$ cat src/rtl/core/wrs_pkg.sv
package wrs_pkg;

   localparam int SAMPLE_W = 24;
   localparam int MARGIN_W = 23;
   localparam int DP_W     = 8;
   localparam int DWIN_W   = 5;
   localparam int DLIM_W   = 23;
   localparam int OLIM_W   = 3;
   localparam int DRIFT_W  = 25;
   localparam int CSR_IDX_W  = 3;
   localparam int CSR_DATA_W = 23;

   localparam int MAX_POINTS_DEF       = 255;
   localparam int MAX_DRIFT_WINDOW_DEF = 16;

   localparam logic [MARGIN_W-1:0] MARGIN_RST = MARGIN_W'(500);
   localparam logic [DP_W-1:0]     DP_RST     = DP_W'(10);
   localparam logic [DWIN_W-1:0]   DWIN_RST   = DWIN_W'(5);
   localparam logic [DLIM_W-1:0]   DLIM_RST   = DLIM_W'(80);
   localparam logic [OLIM_W-1:0]   OLIM_RST   = OLIM_W'(5);

   typedef enum logic [CSR_IDX_W-1:0] {
      CSR_MARGIN        = 3'd0,
      CSR_DATA_POINTS   = 3'd1,
      CSR_DRIFT_WINDOW  = 3'd2,
      CSR_DRIFT_LIMIT   = 3'd3,
      CSR_OUTLIER_LIMIT = 3'd4
   } csr_index_type;

   typedef enum logic [1:0] {
      ST_IDLE,
      ST_RING,
      ST_DIV,
      ST_FIN
   } state_type;

endpackage

$ cat src/rtl/core/wrs_ram.sv
module wrs_ram #(
   parameter int WIDTH = wrs_pkg::SAMPLE_W,
   parameter int DEPTH = wrs_pkg::MAX_DRIFT_WINDOW_DEF
) (
   input  logic                                       clock,
   input  logic                                       wr_en,
   input  logic [((DEPTH > 1) ? $clog2(DEPTH) : 1)-1:0] wr_addr,
   input  logic [WIDTH-1:0]                           wr_data,
   input  logic                                       rd_en,
   input  logic [((DEPTH > 1) ? $clog2(DEPTH) : 1)-1:0] rd_addr,
   output logic [WIDTH-1:0]                           rd_data
);

   logic [WIDTH-1:0] mem_ff [DEPTH];
   logic [WIDTH-1:0] rd_data_ff;

   always_ff @(posedge clock) begin
      if (wr_en) begin
         mem_ff[wr_addr] <= wr_data;
      end
      if (rd_en) begin
         rd_data_ff <= mem_ff[rd_addr];
      end
   end

   assign rd_data = rd_data_ff;

endmodule

$ cat src/rtl/core/wrs_div.sv
module wrs_div #(
   parameter int NUM_W = 32,
   parameter int DEN_W = 8
) (
   input  logic                    clock,
   input  logic                    reset,
   input  logic                    start,
   input  logic signed [NUM_W-1:0] dividend,
   input  logic        [DEN_W-1:0] divisor,
   output logic                    done,
   output logic signed [NUM_W-1:0] quotient
);

   localparam int CNT_W = $clog2(NUM_W + 1);

   logic             busy_ff;
   logic             done_ff;
   logic [CNT_W-1:0] cnt_ff;
   logic [NUM_W-1:0] num_ff;
   logic [DEN_W-1:0] rem_ff;
   logic [DEN_W-1:0] den_ff;
   logic             neg_ff;
   logic [NUM_W-1:0] quot_ff;

   logic [DEN_W:0]   rem_sh;
   logic [DEN_W:0]   rem_dif;
   logic             ge;
   logic [DEN_W-1:0] rem_nx;
   logic [NUM_W-1:0] num_nx;
   logic [NUM_W-1:0] mag_in;

   always_comb begin
      rem_sh  = {rem_ff, num_ff[NUM_W-1]};
      rem_dif = rem_sh - {1'b0, den_ff};
      ge      = (rem_sh >= {1'b0, den_ff});
      rem_nx  = ge ? rem_dif[DEN_W-1:0] : rem_sh[DEN_W-1:0];
      num_nx  = {num_ff[NUM_W-2:0], ge};
      mag_in  = dividend[NUM_W-1] ? NUM_W'(-dividend) : NUM_W'(dividend);
   end

   always_ff @(posedge clock) begin
      if (reset) begin
         busy_ff <= 1'b0;
         done_ff <= 1'b0;
         cnt_ff  <= '0;
      end else begin
         done_ff <= 1'b0;
         if (start) begin
            busy_ff <= 1'b1;
            cnt_ff  <= CNT_W'(NUM_W);
         end else if (busy_ff) begin
            cnt_ff <= cnt_ff - CNT_W'(1);
            if (cnt_ff == CNT_W'(1)) begin
               busy_ff <= 1'b0;
               done_ff <= 1'b1;
            end
         end
      end
   end

   always_ff @(posedge clock) begin
      if (start) begin
         num_ff <= mag_in;
         rem_ff <= '0;
         den_ff <= divisor;
         neg_ff <= dividend[NUM_W-1];
      end else if (busy_ff) begin
         num_ff <= num_nx;
         rem_ff <= rem_nx;
         if (cnt_ff == CNT_W'(1)) begin
            quot_ff <= neg_ff ? (~num_nx + NUM_W'(1)) : num_nx;
         end
      end
   end

   assign done     = done_ff;
   assign quotient = $signed(quot_ff);

endmodule

$ cat src/rtl/core/weight_reading_stabilizer.sv
// weight reading stabilizer
// req channel: one signed sample per transaction (req_valid, req_stall, req_sample).
// rsp channel: one result per sample (average, stable, sample_rejected,
// stability_lost, drift_detected, drift), handed over with rsp_valid / rsp_stall.
// csr channel: register index and data, csr_ready is always high; write only when idle.
// one sample is in work at a time; req_stall is high from acceptance until the
// result is loaded into the output register.
// a rejected sample goes from acceptance to the finish state and from there into
// the output register. a sample added to the average passes the divide state; a
// sample entering the drift ring passes the ring state and, once the window is
// full, the divide state, which waits on the bit-serial divider, one quotient bit
// per cycle; the divider is NUM_W wide, the wider of the accepted sum and the drift sum.
// the drift ring lives in a ram with a registered read port: the oldest entry is
// read in the accept cycle and the new sample written back in the next one.
// reset clears the running sums, counts and ring pointers and loads the register
// defaults; ring contents are never used before they are written.
// while rsp_stall holds, the result waits in the output register; the next sample
// is still accepted and worked on, and waits for the output register to free.
module weight_reading_stabilizer #(
   parameter int MAX_POINTS       = wrs_pkg::MAX_POINTS_DEF,
   parameter int MAX_DRIFT_WINDOW = wrs_pkg::MAX_DRIFT_WINDOW_DEF
) (
   input  logic                                 clock,
   input  logic                                 reset,
   input  logic                                 req_valid,
   output logic                                 req_stall,
   input  logic signed [wrs_pkg::SAMPLE_W-1:0]  req_sample,
   output logic                                 rsp_valid,
   input  logic                                 rsp_stall,
   output logic signed [wrs_pkg::SAMPLE_W-1:0]  rsp_average,
   output logic                                 rsp_stable,
   output logic                                 rsp_sample_rejected,
   output logic                                 rsp_stability_lost,
   output logic                                 rsp_drift_detected,
   output logic signed [wrs_pkg::DRIFT_W-1:0]   rsp_drift,
   input  logic                                 csr_valid,
   output logic                                 csr_ready,
   input  logic [wrs_pkg::CSR_IDX_W-1:0]        csr_index,
   input  logic [wrs_pkg::CSR_DATA_W-1:0]       csr_data
);

   localparam int SW      = wrs_pkg::SAMPLE_W;
   localparam int DW      = wrs_pkg::DRIFT_W;
   localparam int CNT_W   = $clog2(MAX_POINTS + 1);
   localparam int SUM_W   = SW + CNT_W;
   localparam int FILL_W  = $clog2(MAX_DRIFT_WINDOW + 1);
   localparam int HEAD_W  = (MAX_DRIFT_WINDOW > 1) ? $clog2(MAX_DRIFT_WINDOW) : 1;
   localparam int IDX_W   = HEAD_W + 1;
   localparam int DSUM_W  = SW + FILL_W;
   localparam int NUM_W   = (SUM_W > DSUM_W) ? SUM_W : DSUM_W;
   localparam int DEN_W   = (CNT_W > FILL_W) ? CNT_W : FILL_W;
   localparam int PCMP_W  = (CNT_W > wrs_pkg::DP_W) ? CNT_W : wrs_pkg::DP_W;
   localparam int WCMP_W  = (FILL_W > wrs_pkg::DWIN_W) ? FILL_W : wrs_pkg::DWIN_W;

   // configuration
   logic [wrs_pkg::MARGIN_W-1:0] margin_ff;
   logic [wrs_pkg::DP_W-1:0]     dpoints_ff;
   logic [wrs_pkg::DWIN_W-1:0]   dwin_ff;
   logic [wrs_pkg::DLIM_W-1:0]   dlimit_ff;
   logic [wrs_pkg::OLIM_W-1:0]   olimit_ff;

   // block state
   wrs_pkg::state_type           state_ff, state_in;
   logic signed [SUM_W-1:0]      sum_ff, sum_in;
   logic [CNT_W-1:0]             count_ff, count_in;
   logic signed [SW-1:0]         avg_ff, avg_in;
   logic [wrs_pkg::OLIM_W-1:0]   outl_ff, outl_in;
   logic signed [DSUM_W-1:0]     dsum_ff, dsum_in;
   logic [FILL_W-1:0]            fill_ff, fill_in;
   logic [HEAD_W-1:0]            head_ff, head_in;
   logic signed [SW-1:0]         sample_ff, sample_in;

   // per transaction
   logic                         dmode_ff, dmode_in;
   logic                         rej_ff, rej_in;
   logic                         lost_ff, lost_in;
   logic                         det_ff, det_in;
   logic signed [DW-1:0]         dval_ff, dval_in;

   // output register
   logic                         rsp_valid_ff, rsp_valid_in;
   logic signed [SW-1:0]         rsp_average_ff, rsp_average_in;
   logic                         rsp_stable_ff, rsp_stable_in;
   logic                         rsp_rej_ff, rsp_rej_in;
   logic                         rsp_lost_ff, rsp_lost_in;
   logic                         rsp_det_ff, rsp_det_in;
   logic signed [DW-1:0]         rsp_drift_ff, rsp_drift_in;

   // ring and divider
   logic                         ram_wr_en, ram_rd_en;
   logic [HEAD_W-1:0]            ram_wr_addr;
   logic [SW-1:0]                ram_rd_data;
   logic                         div_start, div_done;
   logic signed [NUM_W-1:0]      div_dividend, div_quotient;
   logic [DEN_W-1:0]             div_divisor;

   // helpers
   logic                         accept;
   logic [PCMP_W-1:0]            pneed;
   logic [WCMP_W-1:0]            wsize;
   logic signed [DW-1:0]         near_diff;
   logic [DW-1:0]                near_mag;
   logic                         near;
   logic [wrs_pkg::OLIM_W:0]     outl_next;
   logic                         remove;
   logic signed [DSUM_W-1:0]     old_entry;
   logic [IDX_W-1:0]             widx;
   logic [HEAD_W-1:0]            head_inc;
   logic signed [SW-1:0]         tail;
   logic signed [SW-1:0]         stab_avg;
   logic signed [DW-1:0]         dcalc;
   logic [DW-1:0]                dmag;
   logic                         out_free;

   always_comb begin
      pneed = PCMP_W'(dpoints_ff);
      if (pneed > PCMP_W'(MAX_POINTS)) begin
         pneed = PCMP_W'(MAX_POINTS);
      end
      wsize = WCMP_W'(dwin_ff);
      if (wsize == '0) begin
         wsize = WCMP_W'(1);
      end else if (wsize > WCMP_W'(MAX_DRIFT_WINDOW)) begin
         wsize = WCMP_W'(MAX_DRIFT_WINDOW);
      end
   end

   always_comb begin
      near_diff = DW'(avg_ff) - DW'(req_sample);
      near_mag  = near_diff[DW-1] ? DW'(-near_diff) : DW'(near_diff);
      near      = (count_ff == '0) || (near_mag < DW'(margin_ff));
      outl_next = {1'b0, outl_ff} + (wrs_pkg::OLIM_W + 1)'(1);

      remove    = (WCMP_W'(fill_ff) >= wsize);
      old_entry = DSUM_W'($signed(ram_rd_data));
      widx      = IDX_W'(head_ff) + IDX_W'(fill_ff);
      if (widx >= IDX_W'(MAX_DRIFT_WINDOW)) begin
         widx = widx - IDX_W'(MAX_DRIFT_WINDOW);
      end
      head_inc  = (head_ff == HEAD_W'(MAX_DRIFT_WINDOW - 1)) ? '0 : head_ff + HEAD_W'(1);

      tail      = div_quotient[SW-1:0];
      stab_avg  = (count_ff == '0) ? sample_ff : avg_ff;
      dcalc     = DW'(tail) - DW'(stab_avg);
      dmag      = dcalc[DW-1] ? DW'(-dcalc) : DW'(dcalc);
   end

   assign accept   = req_valid && !req_stall;
   assign out_free = !rsp_valid_ff || !rsp_stall;

   always_comb begin
      state_in       = state_ff;
      sum_in         = sum_ff;
      count_in       = count_ff;
      avg_in         = avg_ff;
      outl_in        = outl_ff;
      dsum_in        = dsum_ff;
      fill_in        = fill_ff;
      head_in        = head_ff;
      sample_in      = sample_ff;
      dmode_in       = dmode_ff;
      rej_in         = rej_ff;
      lost_in        = lost_ff;
      det_in         = det_ff;
      dval_in        = dval_ff;
      rsp_valid_in   = rsp_valid_ff && rsp_stall;
      rsp_average_in = rsp_average_ff;
      rsp_stable_in  = rsp_stable_ff;
      rsp_rej_in     = rsp_rej_ff;
      rsp_lost_in    = rsp_lost_ff;
      rsp_det_in     = rsp_det_ff;
      rsp_drift_in   = rsp_drift_ff;
      ram_wr_en      = 1'b0;
      ram_rd_en      = 1'b0;
      ram_wr_addr    = widx[HEAD_W-1:0];
      div_start      = 1'b0;
      div_dividend   = NUM_W'(sum_ff);
      div_divisor    = DEN_W'(count_ff);

      unique case (state_ff)
         wrs_pkg::ST_IDLE: begin
            if (accept) begin
               sample_in = req_sample;
               rej_in    = 1'b0;
               lost_in   = 1'b0;
               det_in    = 1'b0;
               dval_in   = '0;
               if (!near) begin
                  rej_in   = 1'b1;
                  state_in = wrs_pkg::ST_FIN;
                  if (outl_next > {1'b0, olimit_ff}) begin
                     lost_in  = 1'b1;
                     sum_in   = '0;
                     count_in = '0;
                     outl_in  = '0;
                     dsum_in  = '0;
                     fill_in  = '0;
                     head_in  = '0;
                  end else begin
                     outl_in = outl_next[wrs_pkg::OLIM_W-1:0];
                  end
               end else begin
                  outl_in = '0;
                  if (PCMP_W'(count_ff) < pneed) begin
                     sum_in       = sum_ff + SUM_W'(req_sample);
                     count_in     = count_ff + CNT_W'(1);
                     dmode_in     = 1'b0;
                     div_start    = 1'b1;
                     div_dividend = NUM_W'(sum_in);
                     div_divisor  = DEN_W'(count_in);
                     state_in     = wrs_pkg::ST_DIV;
                  end else begin
                     ram_rd_en = 1'b1;
                     dmode_in  = 1'b1;
                     state_in  = wrs_pkg::ST_RING;
                  end
               end
            end
         end
         wrs_pkg::ST_RING: begin
            ram_wr_en = 1'b1;
            if (remove) begin
               dsum_in = dsum_ff - old_entry + DSUM_W'(sample_ff);
               head_in = head_inc;
               fill_in = fill_ff;
            end else begin
               dsum_in = dsum_ff + DSUM_W'(sample_ff);
               fill_in = fill_ff + FILL_W'(1);
            end
            if (WCMP_W'(fill_in) >= wsize) begin
               div_start    = 1'b1;
               div_dividend = NUM_W'(dsum_in);
               div_divisor  = DEN_W'(fill_in);
               state_in     = wrs_pkg::ST_DIV;
            end else begin
               state_in = wrs_pkg::ST_FIN;
            end
         end
         wrs_pkg::ST_DIV: begin
            if (div_done) begin
               state_in = wrs_pkg::ST_FIN;
               if (!dmode_ff) begin
                  avg_in = div_quotient[SW-1:0];
               end else if (dmag > DW'(dlimit_ff) && dmag < DW'(margin_ff)) begin
                  det_in   = 1'b1;
                  dval_in  = dcalc;
                  lost_in  = 1'b1;
                  sum_in   = '0;
                  count_in = '0;
                  outl_in  = '0;
                  dsum_in  = '0;
                  fill_in  = '0;
                  head_in  = '0;
               end
            end
         end
         wrs_pkg::ST_FIN: begin
            if (out_free) begin
               rsp_valid_in   = 1'b1;
               rsp_average_in = (count_ff == '0) ? sample_ff : avg_ff;
               rsp_stable_in  = (PCMP_W'(count_ff) >= pneed);
               rsp_rej_in     = rej_ff;
               rsp_lost_in    = lost_ff;
               rsp_det_in     = det_ff;
               rsp_drift_in   = det_ff ? dval_ff : '0;
               state_in       = wrs_pkg::ST_IDLE;
            end
         end
         default: begin
            state_in = wrs_pkg::ST_IDLE;
         end
      endcase
   end

   always_ff @(posedge clock) begin
      if (reset) begin
         state_ff     <= wrs_pkg::ST_IDLE;
         sum_ff       <= '0;
         count_ff     <= '0;
         outl_ff      <= '0;
         dsum_ff      <= '0;
         fill_ff      <= '0;
         head_ff      <= '0;
         sample_ff    <= '0;
         rsp_valid_ff <= 1'b0;
      end else begin
         state_ff     <= state_in;
         sum_ff       <= sum_in;
         count_ff     <= count_in;
         outl_ff      <= outl_in;
         dsum_ff      <= dsum_in;
         fill_ff      <= fill_in;
         head_ff      <= head_in;
         sample_ff    <= sample_in;
         rsp_valid_ff <= rsp_valid_in;
      end
   end

   always_ff @(posedge clock) begin
      avg_ff         <= avg_in;
      dmode_ff       <= dmode_in;
      rej_ff         <= rej_in;
      lost_ff        <= lost_in;
      det_ff         <= det_in;
      dval_ff        <= dval_in;
      rsp_average_ff <= rsp_average_in;
      rsp_stable_ff  <= rsp_stable_in;
      rsp_rej_ff     <= rsp_rej_in;
      rsp_lost_ff    <= rsp_lost_in;
      rsp_det_ff     <= rsp_det_in;
      rsp_drift_ff   <= rsp_drift_in;
   end

   // register writes
   always_ff @(posedge clock) begin
      if (reset) begin
         margin_ff  <= wrs_pkg::MARGIN_RST;
         dpoints_ff <= wrs_pkg::DP_RST;
         dwin_ff    <= wrs_pkg::DWIN_RST;
         dlimit_ff  <= wrs_pkg::DLIM_RST;
         olimit_ff  <= wrs_pkg::OLIM_RST;
      end else if (csr_valid && csr_ready) begin
         unique case (csr_index)
            wrs_pkg::CSR_MARGIN:        margin_ff  <= csr_data[wrs_pkg::MARGIN_W-1:0];
            wrs_pkg::CSR_DATA_POINTS:   dpoints_ff <= csr_data[wrs_pkg::DP_W-1:0];
            wrs_pkg::CSR_DRIFT_WINDOW:  dwin_ff    <= csr_data[wrs_pkg::DWIN_W-1:0];
            wrs_pkg::CSR_DRIFT_LIMIT:   dlimit_ff  <= csr_data[wrs_pkg::DLIM_W-1:0];
            wrs_pkg::CSR_OUTLIER_LIMIT: olimit_ff  <= csr_data[wrs_pkg::OLIM_W-1:0];
            default: begin
            end
         endcase
      end
   end

   wrs_ram #(
      .WIDTH (SW),
      .DEPTH (MAX_DRIFT_WINDOW)
   ) u_ring (
      .clock   (clock),
      .wr_en   (ram_wr_en),
      .wr_addr (ram_wr_addr),
      .wr_data (sample_ff),
      .rd_en   (ram_rd_en),
      .rd_addr (head_ff),
      .rd_data (ram_rd_data)
   );

   wrs_div #(
      .NUM_W (NUM_W),
      .DEN_W (DEN_W)
   ) u_div (
      .clock    (clock),
      .reset    (reset),
      .start    (div_start),
      .dividend (div_dividend),
      .divisor  (div_divisor),
      .done     (div_done),
      .quotient (div_quotient)
   );

   assign req_stall           = (state_ff != wrs_pkg::ST_IDLE);
   assign csr_ready           = 1'b1;
   assign rsp_valid           = rsp_valid_ff;
   assign rsp_average         = rsp_average_ff;
   assign rsp_stable          = rsp_stable_ff;
   assign rsp_sample_rejected = rsp_rej_ff;
   assign rsp_stability_lost  = rsp_lost_ff;
   assign rsp_drift_detected  = rsp_det_ff;
   assign rsp_drift           = rsp_drift_ff;

   a_div_done_in_div: assert property (@(posedge clock) disable iff (reset)
      div_done |-> (state_ff == wrs_pkg::ST_DIV))
      else $error("divider finished outside the divide state");

   a_fill_bound: assert property (@(posedge clock) disable iff (reset)
      (FILL_W + 1)'(fill_ff) <= (FILL_W + 1)'(MAX_DRIFT_WINDOW))
      else $error("drift ring fill exceeds ring depth");

   a_count_bound: assert property (@(posedge clock) disable iff (reset)
      (CNT_W + 1)'(count_ff) <= (CNT_W + 1)'(MAX_POINTS))
      else $error("accepted count exceeds its cap");

   a_accept_busy: assert property (@(posedge clock) disable iff (reset)
      accept |=> (state_ff != wrs_pkg::ST_IDLE))
      else $error("accepted transaction did not start work");

endmodule
$ cat config.mk
export PLATFORM = sky130hd
export DESIGN_NAME = weight_reading_stabilizer
export DESIGN_NICKNAME = d
export VERILOG_FILES = /design/src/rtl/core/wrs_pkg.sv /design/src/rtl/core/wrs_ram.sv /design/src/rtl/core/wrs_div.sv /design/src/rtl/core/weight_reading_stabilizer.sv
export SDC_FILE = /design/constraint.sdc
export NUM_CORES = 2
export LEC_CHECK = 0
export BUFFER_PORTS_ARGS = -buffer_cell sky130_fd_sc_hd__buf_4
export CORE_MARGIN = 2
export CORE_UTILIZATION = 40
export CTS_CLUSTER_SIZE = 20
export DETAILED_ROUTE_END_ITERATION = 12
export SYNTH_ARGS = -nofsm -noshare
export SYNTH_HDL_FRONTEND = slang
export SYNTH_SLANG_ARGS = --single-unit
$ cat constraint.sdc
create_clock -name clock -period 9.2 [get_ports clock]
set_input_delay 1.38 -clock clock [delete_from_list [all_inputs] [get_ports clock]]
set_output_delay 1.38 -clock clock [all_outputs]
set_load 0.01 [all_outputs]
# Word level (Yosys, flattened, before mapping)

Memory sizes are Yosys's and may differ from the RTL's. A register that Yosys moved wholly into a read port is not among the register bits.
Cells that the tools add are included.
W data, S select, Z words.

Register bits: 357
Bits in writable memories: 384
Output and inout port bits: 56
Memories kept: 1

Memory list:

| name          | depth | bits a word | rd ports | clocked after Yosys merged registers in | write ports | RTL line      | text |
|---|---|---|---|---|---|---|---|
| u_ring.mem_ff | 16    | 24          | 1        | 1                                       | 1           | wrs_ram.sv:14 | `logic [WIDTH-1:0] mem_ff [DEPTH];` |

Add/subtract/negate cells: 18
Order comparisons: 12
Equal/unequal tests: 18
Multiplexer cells: 111
Bitwise logic cells: 4
Reduce and logical (&&, ||, !) cells: 33

Operator list:

| cell                    | number |
|---|---|
| $mux W32                | 13 |
| $mux W29                | 7 |
| $mux W25                | 6 |
| $pmux W32 S2            | 2 |
| $mux W8                 | 12 |
| $pmux W29 S3            | 1 |
| $add A29 B24 Y29        | 2 |
| $lt A25 B23 Y1          | 2 |
| $mux W5                 | 10 |
| $neg A25 Y25            | 2 |
| $pmux W25 S2            | 1 |
| $sub A24 B24 Y25        | 2 |
| $mux W24                | 2 |
| $mux W4                 | 9 |
| $add A32 B24 Y32        | 1 |
| $neg A32 Y32            | 1 |
| $pmux W8 S2             | 2 |
| $sub A29 B24 Y29        | 1 |
| $mux W1                 | 26 |
| $gt A25 B23 Y1          | 1 |
| $add A24 B1 Y24 const B | 1 |
| $not A24 Y24            | 1 |
| $mux W3                 | 6 |
| $pmux W5 S3             | 1 |
| other kinds (50)        | 84 |

# Longest topological paths before layout

Word-level depth: 12
Mapped depth: 43
Gate-level depth less buffers: 38

# Hierarchy

From an unflattened synthesis, not the netlist that was laid out.

Cells, all modules: 3877
Area total of the unflattened synthesis: 43087.6 µm²

Modules (own cells, without submodules):

| module                    | times used | cells each | area each (µm²) | seq. area each (µm²) |
|---|---|---|---|---|
| weight_reading_stabilizer | 1          | 2771       | 22925.7         | 6586.3 |
| wrs_ram                   | 1          | 636        | 15170.8         | 12251.8 |
| wrs_div                   | 1          | 470        | 4991.0          | 2512.4 |

# Worst setup path after synthesis

OpenSTA, ideal clock, no wires.

Path type: register to register
From: register count_ff[0]
To: register sum_ff[12]
Setup time: 0.070 ns
Arrival time: 9.368 ns
Required time: 9.130 ns
Setup slack: -0.239 ns
Stages on the path, launching flop included: 43
Path buffers: 5
Path through: dfxtp_1 inv_1 ha_1 nor4b_1 nand2_1 clkbuf_1 clkbuf_1 nand2_1 o21ai_0 ha_1 inv_1 fa_1 a21o_1 a21oi_1 o21ai_0 a21oi_1 o21a_1 o21ai_0 (+7 left out) xor2_1 ha_1 a21o_1 a21o_1 a21o_1 a21oi_1 nor2b_1 o21ai_0 a21oi_1 nor4_1 o211ai_1 nor4b_1 mux2i_1 a21oi_1 nand2_1 buf_2 or3_1 a21oi_1

Longest elaborated chain between the ends: 9
Elaborated cells between the ends (all ways): 17

Ends and longest elaborated chain:

| element                                          | RTL line                         | text |
|---|---|---|
| from (decl)                                      | weight_reading_stabilizer.sv:65  | `logic [CNT_W-1:0] count_ff, count_in;` |
| from (signal assigned)                           | weight_reading_stabilizer.sv:289 | `count_ff <= count_in;` |
| $logic_not A8 Y1 *                               | weight_reading_stabilizer.sv:143 | `stab_avg = (count_ff == '0) ? sample_ff : avg_ff;` |
| $mux W24 *                                       | weight_reading_stabilizer.sv:143 |  |
| net stab_avg[0]                                  | weight_reading_stabilizer.sv:110 | `logic signed [SW-1:0] stab_avg;` |
| $sub A24 B24 Y25 *                               | weight_reading_stabilizer.sv:144 | `dcalc = DW'(tail) - DW'(stab_avg);` |
| $neg A25 Y25                                     | weight_reading_stabilizer.sv:145 | `dmag = dcalc[DW-1] ? DW'(-dcalc) : DW'(dcalc);` |
| $mux W25 *                                       | weight_reading_stabilizer.sv:145 |  |
| $gt A25 B23 Y1 or $lt A25 B23 Y1 (tied branches) | weight_reading_stabilizer.sv:244 | `end else if (dmag > DW'(dlimit_ff) && dmag < DW'(margin_ff)) begin` |
| $logic_and A1 B1 Y1 *                            | weight_reading_stabilizer.sv:244 |  |
| $ne A2 B2 Y1 (no line) *                         | -                                |  |
| $reduce_and A6 Y1 (no line) *                    | -                                |  |
| to (signal assigned)                             | weight_reading_stabilizer.sv:288 | `sum_ff <= sum_in;` |
| to (decl)                                        | weight_reading_stabilizer.sv:64  | `logic signed [SUM_W-1:0] sum_ff, sum_in;` |

The timed path passes the listed nets; every way through them passes the cells marked *. The select of a mux whose other input is x is not followed.
A chain may end at the register's enable or synchronous reset.

# Final worst setup path

From: register count_ff[0]
To: register dsum_ff[8]

Longest elaborated chain between the ends: 9
Elaborated cells between the ends (all ways): 12

Ends and longest elaborated chain:

| element                                          | RTL line                         | text |
|---|---|---|
| $logic_not A8 Y1 *                               | weight_reading_stabilizer.sv:143 |  |
| $mux W24 *                                       | weight_reading_stabilizer.sv:143 |  |
| net stab_avg[0]                                  | weight_reading_stabilizer.sv:110 |  |
| $sub A24 B24 Y25 *                               | weight_reading_stabilizer.sv:144 |  |
| $neg A25 Y25                                     | weight_reading_stabilizer.sv:145 |  |
| $mux W25 *                                       | weight_reading_stabilizer.sv:145 |  |
| $gt A25 B23 Y1 or $lt A25 B23 Y1 (tied branches) | weight_reading_stabilizer.sv:244 |  |
| $logic_and A1 B1 Y1 *                            | weight_reading_stabilizer.sv:244 |  |
| $ne A2 B2 Y1 (no line) *                         | -                                |  |
| $reduce_and A7 Y1 (no line) *                    | -                                |  |
| to (signal assigned)                             | weight_reading_stabilizer.sv:291 | `dsum_ff <= dsum_in;` |
| to (decl)                                        | weight_reading_stabilizer.sv:68  | `logic signed [DSUM_W-1:0] dsum_ff, dsum_in;` |

The timed path passes the listed nets; every way through them passes the cells marked *.

==> results.py <==
metrics = {
    "status": {
        "status": "complete, no violations",
    },
    "layout": {
        "stdcell_count": 5647,
        "multi_input_area_um2": 20400,
        "diodes": 0,
        "register_area_um2": 21100,
        "final_nets": 4515,
        "drive_above_1_share_pct": 16.6,
        "fillerInstances": 9926,
        "area_growth_pct": 15.7,
    },
    "global_routing": {
        "gr-usage-all-layers_pct": 23.3,
        "grt_max_degree": 81,
        "grt_first_pass_wirelength_um": 195000,
        "antenna_found_initial": 2,
        "grt_pass1_vias": 31200,
        "grt_overflow": 0,
    },
    "synthesis": {
        "synth_largest_area_cell": "edfxtp_1",
        "netlist_instances": 3894,
        "ys_warn_count": 0,
        "netlist_area_um2": 43000,
        "synth_edf_count": 579,
        "syn_area_per_cell_um2": 11.1,
        "synth_top_cell_area_share_pct": 40.4,
        "yosysSeqAreaShare_pct": 49.1,
        "synth-main-ff-cell": "edfxtp_1",
        "yosys-top-cells-area": "edfxtp_1, dfxtp_1, ha_1, mux4_2, a21oi_1",
        "synth.distinct_cells": 112,
        "ys_ff_latch": 765,
        "syn_nets": 4234,
        "async_reset_ff_share_pct": 0,
    },
    "critical_path": {
        "cp_slowest_cell": "xor2_1",
        "crit_required_ns": 9.72,
        "crit_start": "count_ff[0]",
        "max_stage_delay_ns": 0.48,
        "worstPathArrival_ns": 9.12,
        "crit_type": "reg -> reg",
        "cp-start-kind": "flip-flop",
        "ff2ff_path_depth": 41,
        "worstSetupEndpointType": "flip-flop",
        "rrSetupSlack_ns": 0.60,
        "crit_end": "dsum_ff[8]",
        "crit_fanout": 31,
        "critical_path.reg2reg.endpoint": "dsum_ff[8]",
        "reg2reg_from": "count_ff[0]",
    },
    "clocking": {
        "clockBufferDepth": 3,
        "cts_buffers": 84,
        "h-tree-depth": 3,
        "clock-sinks": 765,
        "clock_latency_ns": 0.67,
        "postCtsSetupBuffers": 0,
        "cts_hold_buffers": 0,
        "cts_tree": "yes",
        "root_buffer": "clkbuf_16",
        "path_clk_slew_ns": 0.06,
        "post_cts_resized": 0,
    },
    "hold_path": {
        "worstHoldStart": "margin_ff[16]",
        "hold_path_depth": 2,
        "hold_class": "reg -> reg",
    },
    "route": {
        "vias": 31800,
        "wl_um": 130000,
        "firstDrtPassIters": 5,
        "ant_nets": 0,
        "drt_iter0_drc": 2698,
        "viasPerCell": 5.64,
        "drc_errors": 0,
        "wl_per_cell_um": 23.0,
    },
    "floorplanning": {
        "core_um2": 107000,
        "die_w_um": 332,
        "start_util_pct": 40.3,
        "dieArea_um2": 110000,
        "ioPinCount": 111,
        "rows": 120,
        "die_h_um": 332,
    },
    "sta": {
        "slew_headroom_pct": 26.1,
        "worstMarginPinSlew_ns": 1.11,
        "final.period_utilization_pct": 93.5,
        "skew_ns": 0.0446,
        "drv_slew": 0,
        "period_needed_ns": 8.60,
        "hold_viol": 0,
        "max_freq_mhz": 116,
        "setup_violations": 0,
    },
    "power_and_ir_drop": {
        "comb_power_share_pct": 43.9,
        "p_leak_nw": 18.9,
        "peakVddDrop_mv": 0.175,
        "power_switching_share_pct": 38.2,
        "p_int_w": 0.00892,
        "pwr-share-seq_pct": 32.1,
        "clock_power_share_pct": 24.1,
        "p_switching_w": 0.00551,
        "pwr_density_cell_nw_per_um2": 290,
        "fin_total_pwr_w": 0.0144,
    },
    "placement": {
        "place_hpwl_um": 96000,
        "port_buffers": 109,
        "gp_congestion": 0.956,
        "place_inst": 5492,
    },
    "run": {
        "drv_cap": 0,
    },
}
[final cells by class]
type	instances	share of cell area (%)
Clock inverter	61	1.37
Multi-Input combinational cell	2696	40.9
Inverter	287	2.16
Sequential cell	765	42.4
Clock buffer	94	4.32
Tap cell	1403	3.53
Timing Repair Buffer	341	5.27
[cells in the final DEF, fill, tap and decap left out, types with 65 or more instances in the layout]
master | synthesis | layout
clkbuf_16 | 0 | 84
inv_1 | 282 | 282
a21oi_1 | 313 | 311
dfxtp_1 | 186 | 184
nor3_1 | 65 | 65
nor2_1 | 310 | 292
edfxtp_1 | 579 | 579
ha_1 | 251 | 251
and2_1 | 65 | 65
nand2_1 | 352 | 351
mux4_2 | 120 | 120
o21ai_0 | 158 | 158
a21o_1 | 66 | 66
xor2_1 | 76 | 76
buf_4 | 3 | 335
xnor2_1 | 130 | 130
[logic make-up after synthesis]
group	synth area share [%]
adders and majority gates	8.88
muxes	7.28
buffers and inverters	3.87
other	0.00871
xor gates and xnor gates	4.19
DFF	49.1
and+or+nand+nor	11.9
AOI/OAI and AO/OA	14.8
[metal layers]
metal  part of all wire [%]  up-vias  routed length (um)  track usage (%)
met5                 0.0054        -                   7                0
met4                    4.7        2                6090             10.4
met3                    4.7      237                6080             2.56
met2                     49      946               63800             40.0
met1                     42    15700               54000             29.7
li1                       -    15000                   -                -
[Yosys cell counts, types with 10 or more instances]
cell        n
edfxtp_1  579
nand2_1   352
a21oi_1   313
nor2_1    310
inv_1     282
ha_1      251
dfxtp_1   186
o21ai_0   158
xnor2_1   130
mux4_2    120
clkbuf_1  116
xor2_1     76
a21o_1     66
and2_1     65
nor3_1     65
nand3_1    51
a31oi_1    49
o211ai_1   45
o21a_1     41
a211oi_1   37
and3_1     34
fa_1       34
mux2i_1    33
or3_1      31
nand2b_1   30
nand4_1    30
nor2b_1    28
a22o_1     20
o31ai_1    19
a221oi_1   16
o21ai_1    16
buf_1      15
o21bai_1   15
nor4_1     14
or2_2      11
a21boi_0   10
a41oi_1    10
buf_2      10
[through the flow]
step | hold WS (ns) | setup slack [ns] | util [%] | area, um2 | TNS [ns]
final | 0.454 | 0.596 | 46.6 | 49800 | 0
after global routing | 0.477 | -0.0305 | 46.6 | 49800 | -0.0732
after CTS | 0.455 | 0.526 | 46.6 | 49800 | 0
after detailed placement | 0.447 | 0.0308 | 43.9 | 46900 | 0
after global placement | 0.444 | 0.192 | 43.9 | 46900 | 0
after floorplan | 0.400 | 0.0943 | - | 43000 | 0
[sequential cells by signal, indices dropped and copies added, names as in the netlist, 8 cells and up]
register / count
u_div.rem_ff: 8
dsum_ff: 29
avg_ff: 24
rsp_drift: 25
dlimit_ff: 23
sum_ff: 32
u_div.quotient: 24
rsp_average: 24
u_div.den_ff: 8
u_div.num_ff: 32
dpoints_ff: 8
margin_ff: 23
u_ring.rd_data: 24
count_ff: 8
dval_ff: 25
u_ring.mem_ff: 384
sample_ff: 24
[power groups by stage]
stage	sequential [W]	combinational, W	clock [W]
2_1_floorplan	0.00457	0.00386	0
3_3_place_gp	0.00468	0.00622	0
3_5_place_dp	0.00469	0.00625	0
4_1_cts	0.00462	0.00629	0.00354
5_1_grt	0.00468	0.00692	0.00368
6_report	0.00463	0.00633	0.00348
[worst min-delay path by stage]
stage                          endpoint
floorplan           rsp_sample_rejected
global placement           dlimit_ff[3]
detailed placement        margin_ff[16]
CTS                       margin_ff[16]
global route              margin_ff[16]
finish                    margin_ff[16]
[critical path: cells and delay by family, from the launching register on]
kind	cells	cell delay, ns
XOR/XNOR	1	0.48
AO/OA/AOI/OAI	17	3.41
AND/OR/NAND/NOR	9	1.34
buffers and inverters	9	1.43
adder cells (fa/ha/maj)	4	1.08
flip-flops	1	0.45
multiplexers	1	0.19
Power figures use the tool's default switching activity.
